$ cat src/hw/rtl/pdsd_pkg.sv
package pdsd_pkg;

   localparam int CNT_W        = 4;
   localparam int IDX_OUT_W    = 4;
   localparam int PORT_COORD_W = 16;
   localparam int SQ_OUT_W     = 34;
   localparam int HUND_OUT_W   = 24;
   localparam int SCALE_W      = 14;
   localparam int HUND_SCALE   = 10000;

   typedef struct packed {
      logic             valid;
      logic [CNT_W-1:0] count;
   } job_type;

   typedef enum logic [3:0] {
      ST_IDLE,
      ST_GEN_RD,
      ST_GEN_SQ,
      ST_GEN_SUM,
      ST_SCAN_RD,
      ST_SCAN_CMP,
      ST_PT_RD,
      ST_ROOT,
      ST_OUT
   } back_state_type;

endpackage

$ cat src/hw/rtl/pdsd_ram.sv
module pdsd_ram #(
   parameter int WIDTH = 8,
   parameter int DEPTH = 8
) (
   input  logic                                      clock,
   input  logic                                      wr_en,
   input  logic [((DEPTH > 1) ? $clog2(DEPTH) : 1)-1:0] wr_addr,
   input  logic [WIDTH-1:0]                          wr_data,
   input  logic [((DEPTH > 1) ? $clog2(DEPTH) : 1)-1:0] rd_addr,
   output logic [WIDTH-1:0]                          rd_data
);

   logic [WIDTH-1:0] mem [DEPTH];
   logic [WIDTH-1:0] rd_data_ff;

   always_ff @(posedge clock) begin
      if (wr_en) begin
         mem[wr_addr] <= wr_data;
      end
      rd_data_ff <= mem[rd_addr];
   end

   assign rd_data = rd_data_ff;

endmodule

$ cat src/hw/rtl/pdsd_front.sv
module pdsd_front
   import pdsd_pkg::*;
#(
   parameter int MAX_POINTS = 8,
   parameter int COORD_BITS = 16
) (
   input  logic                              clock,
   input  logic                              reset,
   input  logic                              req_valid,
   output logic                              req_ready,
   input  logic signed [PORT_COORD_W-1:0]    req_coord_x,
   input  logic signed [PORT_COORD_W-1:0]    req_coord_y,
   input  logic signed [PORT_COORD_W-1:0]    req_coord_z,
   input  logic                              req_last_point,
   input  logic                              back_busy,
   input  logic                              job_take,
   output job_type                           job,
   output logic                              pt_wr_en,
   output logic [$clog2(MAX_POINTS)-1:0]     pt_wr_addr,
   output logic [3*COORD_BITS-1:0]           pt_wr_data
);

   localparam int IW = $clog2(MAX_POINTS);

   logic [CNT_W-1:0] count_ff;
   logic [CNT_W-1:0] count_in;
   job_type          job_ff;
   job_type          job_in;
   logic             accept;
   logic             has_room;
   logic [CNT_W-1:0] count_inc;

   assign req_ready = !job_ff.valid && !back_busy;
   assign accept    = req_valid && req_ready;
   assign has_room  = count_ff < CNT_W'(MAX_POINTS);
   assign count_inc = has_room ? count_ff + CNT_W'(1) : count_ff;

   assign pt_wr_en   = accept && has_room;
   assign pt_wr_addr = count_ff[IW-1:0];
   assign pt_wr_data = {COORD_BITS'(req_coord_z), COORD_BITS'(req_coord_y),
                        COORD_BITS'(req_coord_x)};

   always_comb begin
      count_in = count_ff;
      job_in   = job_ff;
      if (job_take) begin
         job_in.valid = 1'b0;
      end
      if (accept) begin
         if (req_last_point) begin
            job_in.valid = 1'b1;
            job_in.count = count_inc;
            count_in     = '0;
         end else begin
            count_in = count_inc;
         end
      end
   end

   always_ff @(posedge clock) begin
      if (reset) begin
         count_ff     <= '0;
         job_ff.valid <= 1'b0;
      end else begin
         count_ff     <= count_in;
         job_ff.valid <= job_in.valid;
      end
      job_ff.count <= job_in.count;
   end

   assign job = job_ff;

endmodule

$ cat src/hw/rtl/pdsd_isqrt.sv
module pdsd_isqrt
   import pdsd_pkg::*;
#(
   parameter int DW = 35
) (
   input  logic                                 clock,
   input  logic                                 reset,
   input  logic                                 start,
   input  logic [DW-1:0]                        dist_sq,
   output logic                                 done,
   output logic [(DW + SCALE_W + 1) / 2:0]      result
);

   localparam int ITER = (DW + SCALE_W + 1) / 2;
   localparam int XW   = 2 * ITER;
   localparam int RW   = ITER + 2;
   localparam int CW   = $clog2(ITER + 1);

   logic [XW-1:0]   x_ff, x_in;
   logic [ITER-1:0] root_ff, root_in;
   logic [RW-1:0]   rem_ff, rem_in;
   logic [CW-1:0]   cnt_ff, cnt_in;
   logic            busy_ff, busy_in;
   logic            done_ff, done_in;
   logic [RW-1:0]   rem_sh;
   logic [RW-1:0]   trial;

   assign rem_sh = {rem_ff[RW-3:0], x_ff[XW-1 -: 2]};
   assign trial  = {root_ff, 2'b01};

   always_comb begin
      x_in    = x_ff;
      root_in = root_ff;
      rem_in  = rem_ff;
      cnt_in  = cnt_ff;
      busy_in = busy_ff;
      done_in = 1'b0;
      if (start && !busy_ff) begin
         x_in    = XW'(dist_sq) * XW'(HUND_SCALE);
         root_in = '0;
         rem_in  = '0;
         cnt_in  = CW'(ITER);
         busy_in = 1'b1;
      end else if (busy_ff) begin
         x_in = {x_ff[XW-3:0], 2'b00};
         if (rem_sh >= trial) begin
            rem_in  = rem_sh - trial;
            root_in = {root_ff[ITER-2:0], 1'b1};
         end else begin
            rem_in  = rem_sh;
            root_in = {root_ff[ITER-2:0], 1'b0};
         end
         cnt_in = cnt_ff - CW'(1);
         if (cnt_ff == CW'(1)) begin
            busy_in = 1'b0;
            done_in = 1'b1;
         end
      end
   end

   always_ff @(posedge clock) begin
      if (reset) begin
         busy_ff <= 1'b0;
         done_ff <= 1'b0;
      end else begin
         busy_ff <= busy_in;
         done_ff <= done_in;
      end
      x_ff    <= x_in;
      root_ff <= root_in;
      rem_ff  <= rem_in;
      cnt_ff  <= cnt_in;
   end

   assign done   = done_ff;
   assign result = (ITER + 1)'(root_ff) + (ITER + 1)'(rem_ff > RW'(root_ff));

endmodule

$ cat src/hw/rtl/pdsd_back.sv
module pdsd_back
   import pdsd_pkg::*;
#(
   parameter int MAX_POINTS = 8,
   parameter int COORD_BITS = 16
) (
   input  logic                              clock,
   input  logic                              reset,
   input  job_type                           job,
   output logic                              job_take,
   output logic                              busy,
   output logic [$clog2(MAX_POINTS)-1:0]     pt_rd_addr_a,
   output logic [$clog2(MAX_POINTS)-1:0]     pt_rd_addr_b,
   input  logic [3*COORD_BITS-1:0]           pt_rd_data_a,
   input  logic [3*COORD_BITS-1:0]           pt_rd_data_b,
   output logic                              rsp_valid,
   input  logic                              rsp_ready,
   output logic [IDX_OUT_W-1:0]              rsp_first_index,
   output logic [IDX_OUT_W-1:0]              rsp_second_index,
   output logic signed [PORT_COORD_W-1:0]    rsp_first_x,
   output logic signed [PORT_COORD_W-1:0]    rsp_first_y,
   output logic signed [PORT_COORD_W-1:0]    rsp_first_z,
   output logic signed [PORT_COORD_W-1:0]    rsp_second_x,
   output logic signed [PORT_COORD_W-1:0]    rsp_second_y,
   output logic signed [PORT_COORD_W-1:0]    rsp_second_z,
   output logic [SQ_OUT_W-1:0]               rsp_squared_distance,
   output logic [HUND_OUT_W-1:0]             rsp_distance_hundredths,
   output logic                              rsp_last_pair
);

   localparam int CW    = COORD_BITS;
   localparam int IW    = $clog2(MAX_POINTS);
   localparam int NP    = (MAX_POINTS * (MAX_POINTS - 1)) / 2;
   localparam int PW    = (NP > 1) ? $clog2(NP) : 1;
   localparam int PCW   = $clog2(NP + 1);
   localparam int SQW   = 2 * CW + 2;
   localparam int DW    = 2 * CW + 3;
   localparam int PRW   = DW + 2 * IW;
   localparam int ITER  = (DW + SCALE_W + 1) / 2;

   back_state_type   state_ff, state_in;
   logic [CNT_W-1:0] n_ff, i_ff, k_ff;
   logic [PCW-1:0]   np_ff, p_ff, emitted_ff;
   logic [NP-1:0]    used_ff;
   logic             found_ff;
   logic [DW-1:0]    best_d_ff;
   logic [IW-1:0]    best_i_ff, best_k_ff;
   logic [PW-1:0]    best_p_ff;
   logic [SQW-1:0]   sqx_ff, sqy_ff, sqz_ff;

   logic             gen_done;
   logic             scan_end;
   logic             pr_wr_en;
   logic [PRW-1:0]   pr_rd_data;
   logic [DW-1:0]    pr_d;
   logic [IW-1:0]    pr_i, pr_k;
   logic [DW-1:0]    sum_d;
   logic             sqrt_start, sqrt_done;
   logic [ITER:0]    sqrt_result;
   logic             is_last;

   logic signed [CW-1:0] ax, ay, az, bx, by, bz;
   logic signed [CW:0]   dx, dy, dz;
   logic [CW:0]          adx, ady, adz;

   assign ax = $signed(pt_rd_data_a[CW-1:0]);
   assign ay = $signed(pt_rd_data_a[2*CW-1:CW]);
   assign az = $signed(pt_rd_data_a[3*CW-1:2*CW]);
   assign bx = $signed(pt_rd_data_b[CW-1:0]);
   assign by = $signed(pt_rd_data_b[2*CW-1:CW]);
   assign bz = $signed(pt_rd_data_b[3*CW-1:2*CW]);
   assign dx = (CW + 1)'(ax) - (CW + 1)'(bx);
   assign dy = (CW + 1)'(ay) - (CW + 1)'(by);
   assign dz = (CW + 1)'(az) - (CW + 1)'(bz);
   assign adx = dx[CW] ? (CW + 1)'(-dx) : (CW + 1)'(dx);
   assign ady = dy[CW] ? (CW + 1)'(-dy) : (CW + 1)'(dy);
   assign adz = dz[CW] ? (CW + 1)'(-dz) : (CW + 1)'(dz);
   assign sum_d = DW'(sqx_ff) + DW'(sqy_ff) + DW'(sqz_ff);

   assign pr_d = pr_rd_data[PRW-1 -: DW];
   assign pr_i = pr_rd_data[2*IW-1 -: IW];
   assign pr_k = pr_rd_data[IW-1:0];

   assign gen_done = (k_ff == n_ff - CNT_W'(1)) && (i_ff == n_ff - CNT_W'(2));
   assign scan_end = (p_ff == np_ff - PCW'(1));
   assign is_last  = (emitted_ff == np_ff - PCW'(1));

   pdsd_ram #(.WIDTH(PRW), .DEPTH(NP)) u_pair_ram (
      .clock   (clock),
      .wr_en   (pr_wr_en),
      .wr_addr (np_ff[PW-1:0]),
      .wr_data ({sum_d, i_ff[IW-1:0], k_ff[IW-1:0]}),
      .rd_addr (p_ff[PW-1:0]),
      .rd_data (pr_rd_data)
   );

   pdsd_isqrt #(.DW(DW)) u_isqrt (
      .clock   (clock),
      .reset   (reset),
      .start   (sqrt_start),
      .dist_sq (best_d_ff),
      .done    (sqrt_done),
      .result  (sqrt_result)
   );

   always_comb begin
      state_in = state_ff;
      case (state_ff)
         ST_IDLE: begin
            if (job.valid && job.count >= CNT_W'(2)) begin
               state_in = ST_GEN_RD;
            end
         end
         ST_GEN_RD:   state_in = ST_GEN_SQ;
         ST_GEN_SQ:   state_in = ST_GEN_SUM;
         ST_GEN_SUM:  state_in = gen_done ? ST_SCAN_RD : ST_GEN_RD;
         ST_SCAN_RD:  state_in = ST_SCAN_CMP;
         ST_SCAN_CMP: state_in = scan_end ? ST_PT_RD : ST_SCAN_RD;
         ST_PT_RD:    state_in = ST_ROOT;
         ST_ROOT: begin
            if (sqrt_done) begin
               state_in = ST_OUT;
            end
         end
         ST_OUT: begin
            if (rsp_ready) begin
               state_in = rsp_last_pair ? ST_IDLE : ST_SCAN_RD;
            end
         end
         default: state_in = ST_IDLE;
      endcase
   end

   always_comb begin
      job_take     = 1'b0;
      busy         = 1'b1;
      pr_wr_en     = 1'b0;
      sqrt_start   = 1'b0;
      rsp_valid    = 1'b0;
      pt_rd_addr_a = best_i_ff;
      pt_rd_addr_b = best_k_ff;
      case (state_ff)
         ST_IDLE: begin
            busy     = 1'b0;
            job_take = job.valid;
         end
         ST_GEN_RD: begin
            pt_rd_addr_a = i_ff[IW-1:0];
            pt_rd_addr_b = k_ff[IW-1:0];
         end
         ST_GEN_SUM: pr_wr_en   = 1'b1;
         ST_PT_RD:   sqrt_start = 1'b1;
         ST_OUT:     rsp_valid  = 1'b1;
         default: begin
         end
      endcase
   end

   always_ff @(posedge clock) begin
      if (reset) begin
         state_ff <= ST_IDLE;
      end else begin
         state_ff <= state_in;
      end
      case (state_ff)
         ST_IDLE: begin
            n_ff       <= job.count;
            i_ff       <= '0;
            k_ff       <= CNT_W'(1);
            np_ff      <= '0;
            p_ff       <= '0;
            found_ff   <= 1'b0;
            emitted_ff <= '0;
            used_ff    <= '0;
         end
         ST_GEN_SQ: begin
            sqx_ff <= SQW'(adx) * SQW'(adx);
            sqy_ff <= SQW'(ady) * SQW'(ady);
            sqz_ff <= SQW'(adz) * SQW'(adz);
         end
         ST_GEN_SUM: begin
            np_ff <= np_ff + PCW'(1);
            if (k_ff == n_ff - CNT_W'(1)) begin
               i_ff <= i_ff + CNT_W'(1);
               k_ff <= i_ff + CNT_W'(2);
            end else begin
               k_ff <= k_ff + CNT_W'(1);
            end
         end
         ST_SCAN_CMP: begin
            if (!used_ff[p_ff[PW-1:0]] && (!found_ff || pr_d > best_d_ff)) begin
               found_ff  <= 1'b1;
               best_d_ff <= pr_d;
               best_i_ff <= pr_i;
               best_k_ff <= pr_k;
               best_p_ff <= p_ff[PW-1:0];
            end
            if (!scan_end) begin
               p_ff <= p_ff + PCW'(1);
            end
         end
         ST_PT_RD: used_ff[best_p_ff] <= 1'b1;
         ST_ROOT: begin
            if (sqrt_done) begin
               rsp_first_index         <= IDX_OUT_W'(best_i_ff);
               rsp_second_index        <= IDX_OUT_W'(best_k_ff);
               rsp_first_x             <= PORT_COORD_W'(ax);
               rsp_first_y             <= PORT_COORD_W'(ay);
               rsp_first_z             <= PORT_COORD_W'(az);
               rsp_second_x            <= PORT_COORD_W'(bx);
               rsp_second_y            <= PORT_COORD_W'(by);
               rsp_second_z            <= PORT_COORD_W'(bz);
               rsp_squared_distance    <= SQ_OUT_W'(best_d_ff);
               rsp_distance_hundredths <= HUND_OUT_W'(sqrt_result);
               rsp_last_pair           <= is_last;
            end
         end
         ST_OUT: begin
            if (rsp_ready) begin
               emitted_ff <= emitted_ff + PCW'(1);
               p_ff       <= '0;
               found_ff   <= 1'b0;
            end
         end
         default: begin
         end
      endcase
   end

endmodule

$ cat src/hw/rtl/pairwise_distance_sort_desc.sv
// Loading: one point per cycle; req_ready is low while a set is queued or processed.
// After the last point of n, the set is handed to the back end, which reads,
// squares and sums each of the n(n-1)/2 pairs into the pair RAM; then per result
// it runs a max search over the pair RAM, a point read, a bit-serial rounded square
// root and an output stage that holds until rsp_ready.
// Synchronous active-high reset clears the point count, queue and sequencer.
module pairwise_distance_sort_desc
   import pdsd_pkg::*;
#(
   parameter int MAX_POINTS = 8,
   parameter int COORD_BITS = 16
) (
   input  logic                           clock,
   input  logic                           reset,
   input  logic                           req_valid,
   output logic                           req_ready,
   input  logic signed [PORT_COORD_W-1:0] req_coord_x,
   input  logic signed [PORT_COORD_W-1:0] req_coord_y,
   input  logic signed [PORT_COORD_W-1:0] req_coord_z,
   input  logic                           req_last_point,
   output logic                           rsp_valid,
   input  logic                           rsp_ready,
   output logic [IDX_OUT_W-1:0]           rsp_first_index,
   output logic [IDX_OUT_W-1:0]           rsp_second_index,
   output logic signed [PORT_COORD_W-1:0] rsp_first_x,
   output logic signed [PORT_COORD_W-1:0] rsp_first_y,
   output logic signed [PORT_COORD_W-1:0] rsp_first_z,
   output logic signed [PORT_COORD_W-1:0] rsp_second_x,
   output logic signed [PORT_COORD_W-1:0] rsp_second_y,
   output logic signed [PORT_COORD_W-1:0] rsp_second_z,
   output logic [SQ_OUT_W-1:0]            rsp_squared_distance,
   output logic [HUND_OUT_W-1:0]          rsp_distance_hundredths,
   output logic                           rsp_last_pair
);

   localparam int IW = $clog2(MAX_POINTS);
   localparam int PTW = 3 * COORD_BITS;

   job_type        job;
   logic           job_take;
   logic           back_busy;
   logic           pt_wr_en;
   logic [IW-1:0]  pt_wr_addr;
   logic [PTW-1:0] pt_wr_data;
   logic [IW-1:0]  pt_rd_addr_a, pt_rd_addr_b;
   logic [PTW-1:0] pt_rd_data_a, pt_rd_data_b;

   pdsd_front #(.MAX_POINTS(MAX_POINTS), .COORD_BITS(COORD_BITS)) u_front (
      .clock          (clock),
      .reset          (reset),
      .req_valid      (req_valid),
      .req_ready      (req_ready),
      .req_coord_x    (req_coord_x),
      .req_coord_y    (req_coord_y),
      .req_coord_z    (req_coord_z),
      .req_last_point (req_last_point),
      .back_busy      (back_busy),
      .job_take       (job_take),
      .job            (job),
      .pt_wr_en       (pt_wr_en),
      .pt_wr_addr     (pt_wr_addr),
      .pt_wr_data     (pt_wr_data)
   );

   pdsd_ram #(.WIDTH(PTW), .DEPTH(MAX_POINTS)) u_pt_ram_a (
      .clock   (clock),
      .wr_en   (pt_wr_en),
      .wr_addr (pt_wr_addr),
      .wr_data (pt_wr_data),
      .rd_addr (pt_rd_addr_a),
      .rd_data (pt_rd_data_a)
   );

   pdsd_ram #(.WIDTH(PTW), .DEPTH(MAX_POINTS)) u_pt_ram_b (
      .clock   (clock),
      .wr_en   (pt_wr_en),
      .wr_addr (pt_wr_addr),
      .wr_data (pt_wr_data),
      .rd_addr (pt_rd_addr_b),
      .rd_data (pt_rd_data_b)
   );

   pdsd_back #(.MAX_POINTS(MAX_POINTS), .COORD_BITS(COORD_BITS)) u_back (
      .clock                   (clock),
      .reset                   (reset),
      .job                     (job),
      .job_take                (job_take),
      .busy                    (back_busy),
      .pt_rd_addr_a            (pt_rd_addr_a),
      .pt_rd_addr_b            (pt_rd_addr_b),
      .pt_rd_data_a            (pt_rd_data_a),
      .pt_rd_data_b            (pt_rd_data_b),
      .rsp_valid               (rsp_valid),
      .rsp_ready               (rsp_ready),
      .rsp_first_index         (rsp_first_index),
      .rsp_second_index        (rsp_second_index),
      .rsp_first_x             (rsp_first_x),
      .rsp_first_y             (rsp_first_y),
      .rsp_first_z             (rsp_first_z),
      .rsp_second_x            (rsp_second_x),
      .rsp_second_y            (rsp_second_y),
      .rsp_second_z            (rsp_second_z),
      .rsp_squared_distance    (rsp_squared_distance),
      .rsp_distance_hundredths (rsp_distance_hundredths),
      .rsp_last_pair           (rsp_last_pair)
   );

   a_no_load_while_emit: assert property (@(posedge clock) disable iff (reset)
      rsp_valid |-> !req_ready)
      else $error("point load open while a result is pending");

   a_job_not_while_busy: assert property (@(posedge clock) disable iff (reset)
      !(job.valid && back_busy))
      else $error("queued set while back end busy");

   a_last_ends_set: assert property (@(posedge clock) disable iff (reset)
      (rsp_valid && rsp_ready && rsp_last_pair) |=> !rsp_valid)
      else $error("result after final pair transfer");

   a_index_order: assert property (@(posedge clock) disable iff (reset)
      rsp_valid |-> (rsp_first_index < rsp_second_index))
      else $error("pair indices out of order");

endmodule
$ cat config.mk
export PLATFORM = sky130hd
export DESIGN_NAME = pairwise_distance_sort_desc
export DESIGN_NICKNAME = d
export VERILOG_FILES = /design/src/hw/rtl/pdsd_pkg.sv /design/src/hw/rtl/pdsd_ram.sv /design/src/hw/rtl/pdsd_front.sv /design/src/hw/rtl/pdsd_isqrt.sv /design/src/hw/rtl/pdsd_back.sv /design/src/hw/rtl/pairwise_distance_sort_desc.sv
export SDC_FILE = /design/constraint.sdc
export NUM_CORES = 2
export LEC_CHECK = 0
export BUFFER_PORTS_ARGS = -buffer_cell sky130_fd_sc_hd__buf_2
export CORE_ASPECT_RATIO = 0.75
export CORE_MARGIN = 1.5
export CORE_UTILIZATION = 49
export DETAILED_ROUTE_END_ITERATION = 8
export PLACE_DENSITY = 0.71
export SYNTH_ARGS = -nofsm -noshare
export SYNTH_HDL_FRONTEND = slang
export SYNTH_SLANG_ARGS = --single-unit
$ cat constraint.sdc
create_clock -name clock -period 39.2 [get_ports clock]
set_input_delay 7.84 -clock clock [delete_from_list [all_inputs] [get_ports clock]]
set_output_delay 7.84 -clock clock [all_outputs]
set_load 0.01 [all_outputs]
# Word level (Yosys, flattened, before mapping)

Memory sizes are Yosys's and may differ from the RTL's. A register that Yosys moved wholly into a read port is not among the register bits.
Index checks and enable logic that the tools add are counted.

Add/subtract/negate cells: 21
Multiply operators: 4
Magnitude comparators: 8
Eq/ne operators: 19
Muxes and demuxes: 51
Bitwise operators: 2
Reduce and logical (&&, ||, !) cells: 28

Operators with widths:

| kind                     | count |
|---|---|
| $mul A17 B17 Y34         | 3 |
| $mux W49                 | 2 |
| $pmux W28 S2             | 1 |
| $mux W17                 | 3 |
| $neg A17 Y17             | 3 |
| $sub A16 B16 Y17         | 3 |
| $mul A35 B10 Y45 const B | 1 |
| $pmux W4 S9              | 1 |
| $add A34 B34 Y35         | 1 |
| $add A35 B34 Y35         | 1 |
| $gt A35 B35 Y1           | 1 |
| $mux W4                  | 7 |
| $or A28 B28 Y28          | 1 |
| $ge A27 B27 Y1           | 1 |
| $gt A27 B25 Y1           | 1 |
| $mux W27                 | 1 |
| $sub A27 B27 Y27         | 1 |
| $mux W5                  | 5 |
| $add A24 B1 Y24          | 1 |
| $pmux W5 S2              | 2 |
| $mux W1                  | 18 |
| $eq A4 B3 Y1 const B     | 4 |
| $pmux W4 S2              | 2 |
| $add A5 B1 Y5 const B    | 3 |
| 33 further kinds         | 66 |

Register bits after elaboration: 483
RAM bits: 1916
Input port bits: 53
Logic and storage cells: 173
Memories kept: 3

Memory list:

| name                  | depth | bits a word | rd ports | clocked after Yosys merged registers in | write ports | RTL line       | RTL |
|---|---|---|---|---|---|---|---|
| u_back.u_pair_ram.mem | 28    | 41          | 1        | 1                                       | 1           | pdsd_ram.sv:13 | `logic [WIDTH-1:0] mem [DEPTH];` |
| u_pt_ram_a.mem        | 8     | 48          | 1        | 1                                       | 1           | pdsd_ram.sv:13 |  |
| u_pt_ram_b.mem        | 8     | 48          | 1        | 1                                       | 1           | pdsd_ram.sv:13 |  |

# Depth between registers and ports, before layout

Depth after elaboration: 6
Mapped depth: 38
Depth with buffers taken out: 37

# Modules after synthesis

From an unflattened synthesis, not the netlist that was laid out.

Cell total of the unflattened synthesis: 9290
Area total of the unflattened synthesis: 132647.2 sq um

By module, submodules not included:

| module                        | instances | cells each | area an instance (sq um) | seq. area each (sq um) |
|---|---|---|---|---|
| pdsd_ram at u_back.u_pair_ram | 1         | 2330       | 45207.1                  | 35293.8 |
| pdsd_back                     | 1         | 4252       | 43442.9                  | 10950.5 |
| pdsd_ram at u_pt_ram_a ...    | 2         | 616        | 15620.0                  | 12492.0 |
| pdsd_isqrt                    | 1         | 1389       | 11972.7                  | 2552.4 |
| pdsd_front                    | 1         | 87         | 784.5                    | 220.2 |

# Least setup slack after synthesis

Ideal clock, no wire load.

Path type: register to register
Start point: register u_back.state_ff[3]
End point: register u_back.state_ff[3]
Setup time: 0.108 ns
Arrival: 12.828 ns
Data required time: 39.092 ns
Slack: 26.264 ns
Stages on the path, launching flop included: 6
Cell sequence: dfxtp_1 clkbuf_1 inv_1 nand2_1 nor3_1 o21ba_2

Word-level cells in the longest chain between the ends: 3
Elaborated cells between the ends (all ways): 14

RTL lines:

| element                                                | RTL line         | RTL |
|---|---|---|
| start: declaration                                     | pdsd_back.sv:41  | `back_state_type state_ff, state_in;` |
| start signal: assignment                               | pdsd_back.sv:163 | `state_ff <= state_in;` |
| $eq A4 B3 Y1 (tied with other cells)                   | pdsd_back.sv:108 | `case (state_ff)` |
| $ne A2 B2 Y1 (no line) or $ne A2 B1 Y1 (tied branches) | n/a              |  |
| $reduce_and A3 Y1 (no line)                            | n/a              |  |

Parallel ways exist; a longest one is shown, timed or not.
A chain may end at the register's enable or synchronous reset.

# Worst setup path after layout

Start point: register u_pt_ram_a.rd_data_ff[0] (netlist: u_pt_ram_a.rd_data[0]) (read register of u_pt_ram_a.mem)
End point: register u_back.sqx_ff[32] (data pin)

Word-level cells in the longest chain between the ends: 4

RTL lines:

| element                | RTL line         | RTL |
|---|---|---|
| start: declaration     | pdsd_ram.sv:14   | `logic [WIDTH-1:0] rd_data_ff;` |
| $sub A16 B16 Y17 (*)   | pdsd_back.sv:72  | `assign dx = (CW + 1)'(ax) - (CW + 1)'(bx);` |
| $neg A17 Y17           | pdsd_back.sv:75  | `assign adx = dx[CW] ? (CW + 1)'(-dx) : (CW + 1)'(dx);` |
| $mux W17 (*)           | pdsd_back.sv:75  |  |
| $mul A17 B17 Y34 (*)   | pdsd_back.sv:177 | `sqx_ff <= SQW'(adx) * SQW'(adx);` |
| end signal: assignment | pdsd_back.sv:177 |  |
| end: declaration       | pdsd_back.sv:49  | `logic [SQW-1:0] sqx_ff, sqy_ff, sqz_ff;` |

Mark *: on every way between the ends. The rest lies on a longest branch, timed or not.

==> out/summary.txt <==
CTS Buf Count: 206
Reg clk slew, reported paths: 0.07 ns
Synth Flop Type: edfxtp_1
gr ovfl total: 0
Worst Hold Launch: u_back.u_pair_ram.rd_data[4]
final setup violation count: 0
die height: 428 um
share of the synthesized area in the top cell type: 49.4%
crit-path max cell delay: 0.86 ns
layout cell share with drive strength beyond 1: 17.0%
via count: 68600
EDFF count, synth: 1943
Yosys cell types: 93
Rows: 155
hold buffer count at CTS: 0
CP max FO: 12
Syn-to-layout area delta: 10.6%
IO Port Bufs: 215
critical path's slowest cell: o21ai_0
wire per inst: 24.5 um
top sig layer: met5
Post-CTS Setup Inserts: 0
global-route wire length before repair: 435 mm
sequential fraction of the synthesis area: 52.9%
met3 routed WL: 33.8 mm
CTS HTree Levels: 4
number of antenna violations at the first check in global routing: 30
DIE AREA: 244000 um2
min-delay worst type: reg -> reg
Avg Cell Area, Syn: 14.6 um2
RR Startpoint: u_pt_ram_a.rd_data[0]
ANT nets after route: 0
RSZ-0062 raised after global routing: no
worst-skew pair later-pin latency: 0.92 ns
Slew HR: 9.55%
Detailed Route Iter0 Violations: 7334
vias in the first global route: 70600
Worst R2R End: u_back.sqx_ff[32]
fillcell total: 18800
crit path buf inv count: 6
crit start category: flip-flop
Period minus WS final: 10.46 ns
hold path depth: 0
Hold Violations, Final: 0
YS warnings: 0
vias per cell: 5.79
CP delay by family, top: adder cells
WHS Endpoint: u_back.best_i_ff[1]
Worst EP required: 39.90 ns
All-Layer GR Usage: 23.9%
DP HPWL: 192 mm
Area contributors post-synth: edfxtp_1 (49%), fa_1 (12%), mux4_2 (10%)
Async S/R FF share, synth: 0%
Syn Inst Count: 8108
TritonCTS clock tree: built
WP data arrival: 11.16 ns
CP most frequent cell: fa_1
# placed instances: 11500
routed wire length: 291 mm
DRT Pass-1 Iters: 5
clk sink count: 2149
Synth area leader: edfxtp_1
met2 wire len: 126 mm
Routability Congestion: 0.894
flops & latches, synth: 2149
r2r setup slk: 28.74 ns
maximum clock path buffer count: 4
Layout Nets: 9818
register area: 62500 um2
Max-Cap Viols: 0
number of top-level pins: 218
drc violations: 0
Crit. End Element: flip-flop
fin crit share: 26.7%
critical path type: reg -> reg
initial core utilization: 49.4%
Core Area: 239000 um2
Routed met1 length: 124 mm
Multi-input gate area: 51100 um2
largest net degree at the start of global routing: 121
Mapped Area: 118000 um2
Worst Skew: 0.103 ns
Finished Layout Cells: 11900
Worst Reg-to-Reg Cells: 33
Worst-Margin Slew: 1.35 ns
Die Span X: 570 um
setup tns final: 0 ns
status: finished, final reports clean
clk root buf: clkbuf_16
Final Max Tran Viols: 0
Max Clk Rate: 95.6 MHz
PostCTS Resize Cnt: 0
## flip-flops by register name, indices dropped and copies added (netlist names), 24 cells and up
register,flops
u_pt_ram_a.rd_data,48
u_back.rsp_squared_distance,34
u_pt_ram_a.mem,384
u_back.u_isqrt.rem_ff,27
u_back.best_d_ff,35
u_back.sqz_ff,33
u_back.rsp_distance_hundredths,24
u_back.sqy_ff,33
u_pt_ram_b.rd_data,48
u_back.u_pair_ram.mem,1148
u_back.u_isqrt.root_ff,25
u_back.used_ff,28
u_back.u_isqrt.x_ff,46
u_back.u_pair_ram.rd_data,41
u_back.sqx_ff,33
## logic make-up (layout without fill, tap and decap cells)
| logic type | count (synthesis) | after routing | share of synthesized area (%) |
|---|---|---|---|
| AOI/OAI and AO/OA | 906 | 906 | 4.89 |
| xor gates and xnor gates | 335 | 335 | 2.51 |
| adders and majority gates | 1304 | 1304 | 18.3 |
| buffers and inverters | 1373 | 1853 | 4.40 |
| DFF | 2149 | 2149 | 52.9 |
| muxes | 739 | 739 | 12.0 |
| other | 2 | 46 | 0.00636 |
| and+or+nand+nor | 1300 | 1300 | 4.96 |
## placed cells by master (no fill, tap or decap), types with 38 or more instances in the layout
| cell type | count |
|---|---|
| clkinv_2 | 52 |
| nand3_1 | 65 |
| clkbuf_1 | 40 |
| xor2_1 | 97 |
| conb_1 | 40 |
| fa_1 | 701 |
| buf_2 | 215 |
| mux2i_1 | 59 |
| buf_4 | 135 |
| o21ai_0 | 228 |
| a21oi_1 | 236 |
| clkbuf_16 | 214 |
| o21a_1 | 38 |
| inv_1 | 1104 |
| mux4_2 | 527 |
| xnor2_1 | 209 |
| a21o_1 | 101 |
| dfxtp_1 | 205 |
| mux2_2 | 147 |
| clkinv_1 | 41 |
| nand2_1 | 488 |
| o31ai_1 | 51 |
| ha_1 | 603 |
| nor2_1 | 383 |
| nand2b_1 | 60 |
| nor3_1 | 59 |
| edfxtp_1 | 1943 |
## per-stage QoR
stage	util (%)	worst slack, ns	hold WS (ns)	cell area (um2)
finish	54.7	28.74	0.408	131000
global route	54.7	28.19	0.413	131000
CTS	54.7	28.78	0.404	130000
detailed placement	51.9	28.93	0.389	124000
global placement	51.9	29.14	0.386	124000
floorplan	-	26.26	0.386	118000
## worst max-delay path by stage
stage | from | to | depth (start not counted)
after floorplan | u_back.state_ff[3] | u_back.state_ff[3] | 5
after global placement | u_pt_ram_a.rd_data[0] | u_back.sqx_ff[32] | 33
after detailed placement | u_pt_ram_a.rd_data[0] | u_back.sqx_ff[33] | 36
after CTS | u_back.state_ff[1] | req_ready | 4
after global routing | u_pt_ram_a.rd_data[0] | u_back.sqx_ff[32] | 35
final | u_pt_ram_a.rd_data[0] | u_back.sqx_ff[32] | 33
## area by class of cell
cell class / count / share of cell area [%]
inverters: 1126 / 3.24
flip-flops and latches: 2149 / 47.9
well taps: 3218 / 3.08
clock inverters: 110 / 0.708
clock buffers: 263 / 4.31
diodes: 6 / 0.0115
multi-input cells: 4624 / 39.1
repair buffers: 354 / 1.66
## worst reg2reg max path, delay by kind of cell (launching register included)
| family | cells | cell delay [ns] |
|---|---|---|
| and+or+nand+nor | 6 | 1.29 |
| adders and majority gates | 9 | 3.88 |
| xor gates and xnor gates | 2 | 0.92 |
| buffers and inverters | 6 | 0.72 |
| DFF | 1 | 0.31 |
| AOI/OAI and AO/OA | 10 | 3.19 |
## layer usage
metal	vias to the layer above	global-route usage, %
met5	-	0
met4	24	5.62
met3	400	7.72
met2	3057	34.7
met1	35200	34.8
li1	29900	-
## Yosys cell counts, drive strengths merged, types with 147 or more instances
| master | number |
|---|---|
| mux2 | 147 |
| nor2 | 416 |
| edfxtp | 1943 |
| a21oi | 236 |
| clkbuf | 199 |
| mux4 | 527 |
| o21ai | 236 |
| xnor2 | 234 |
| inv | 1108 |
| nand2 | 490 |
| dfxtp | 206 |
| ha | 603 |
| fa | 701 |
Power is not shown: default switching activity piles up to over one toggle a cycle in this logic, so the estimate is an artifact.
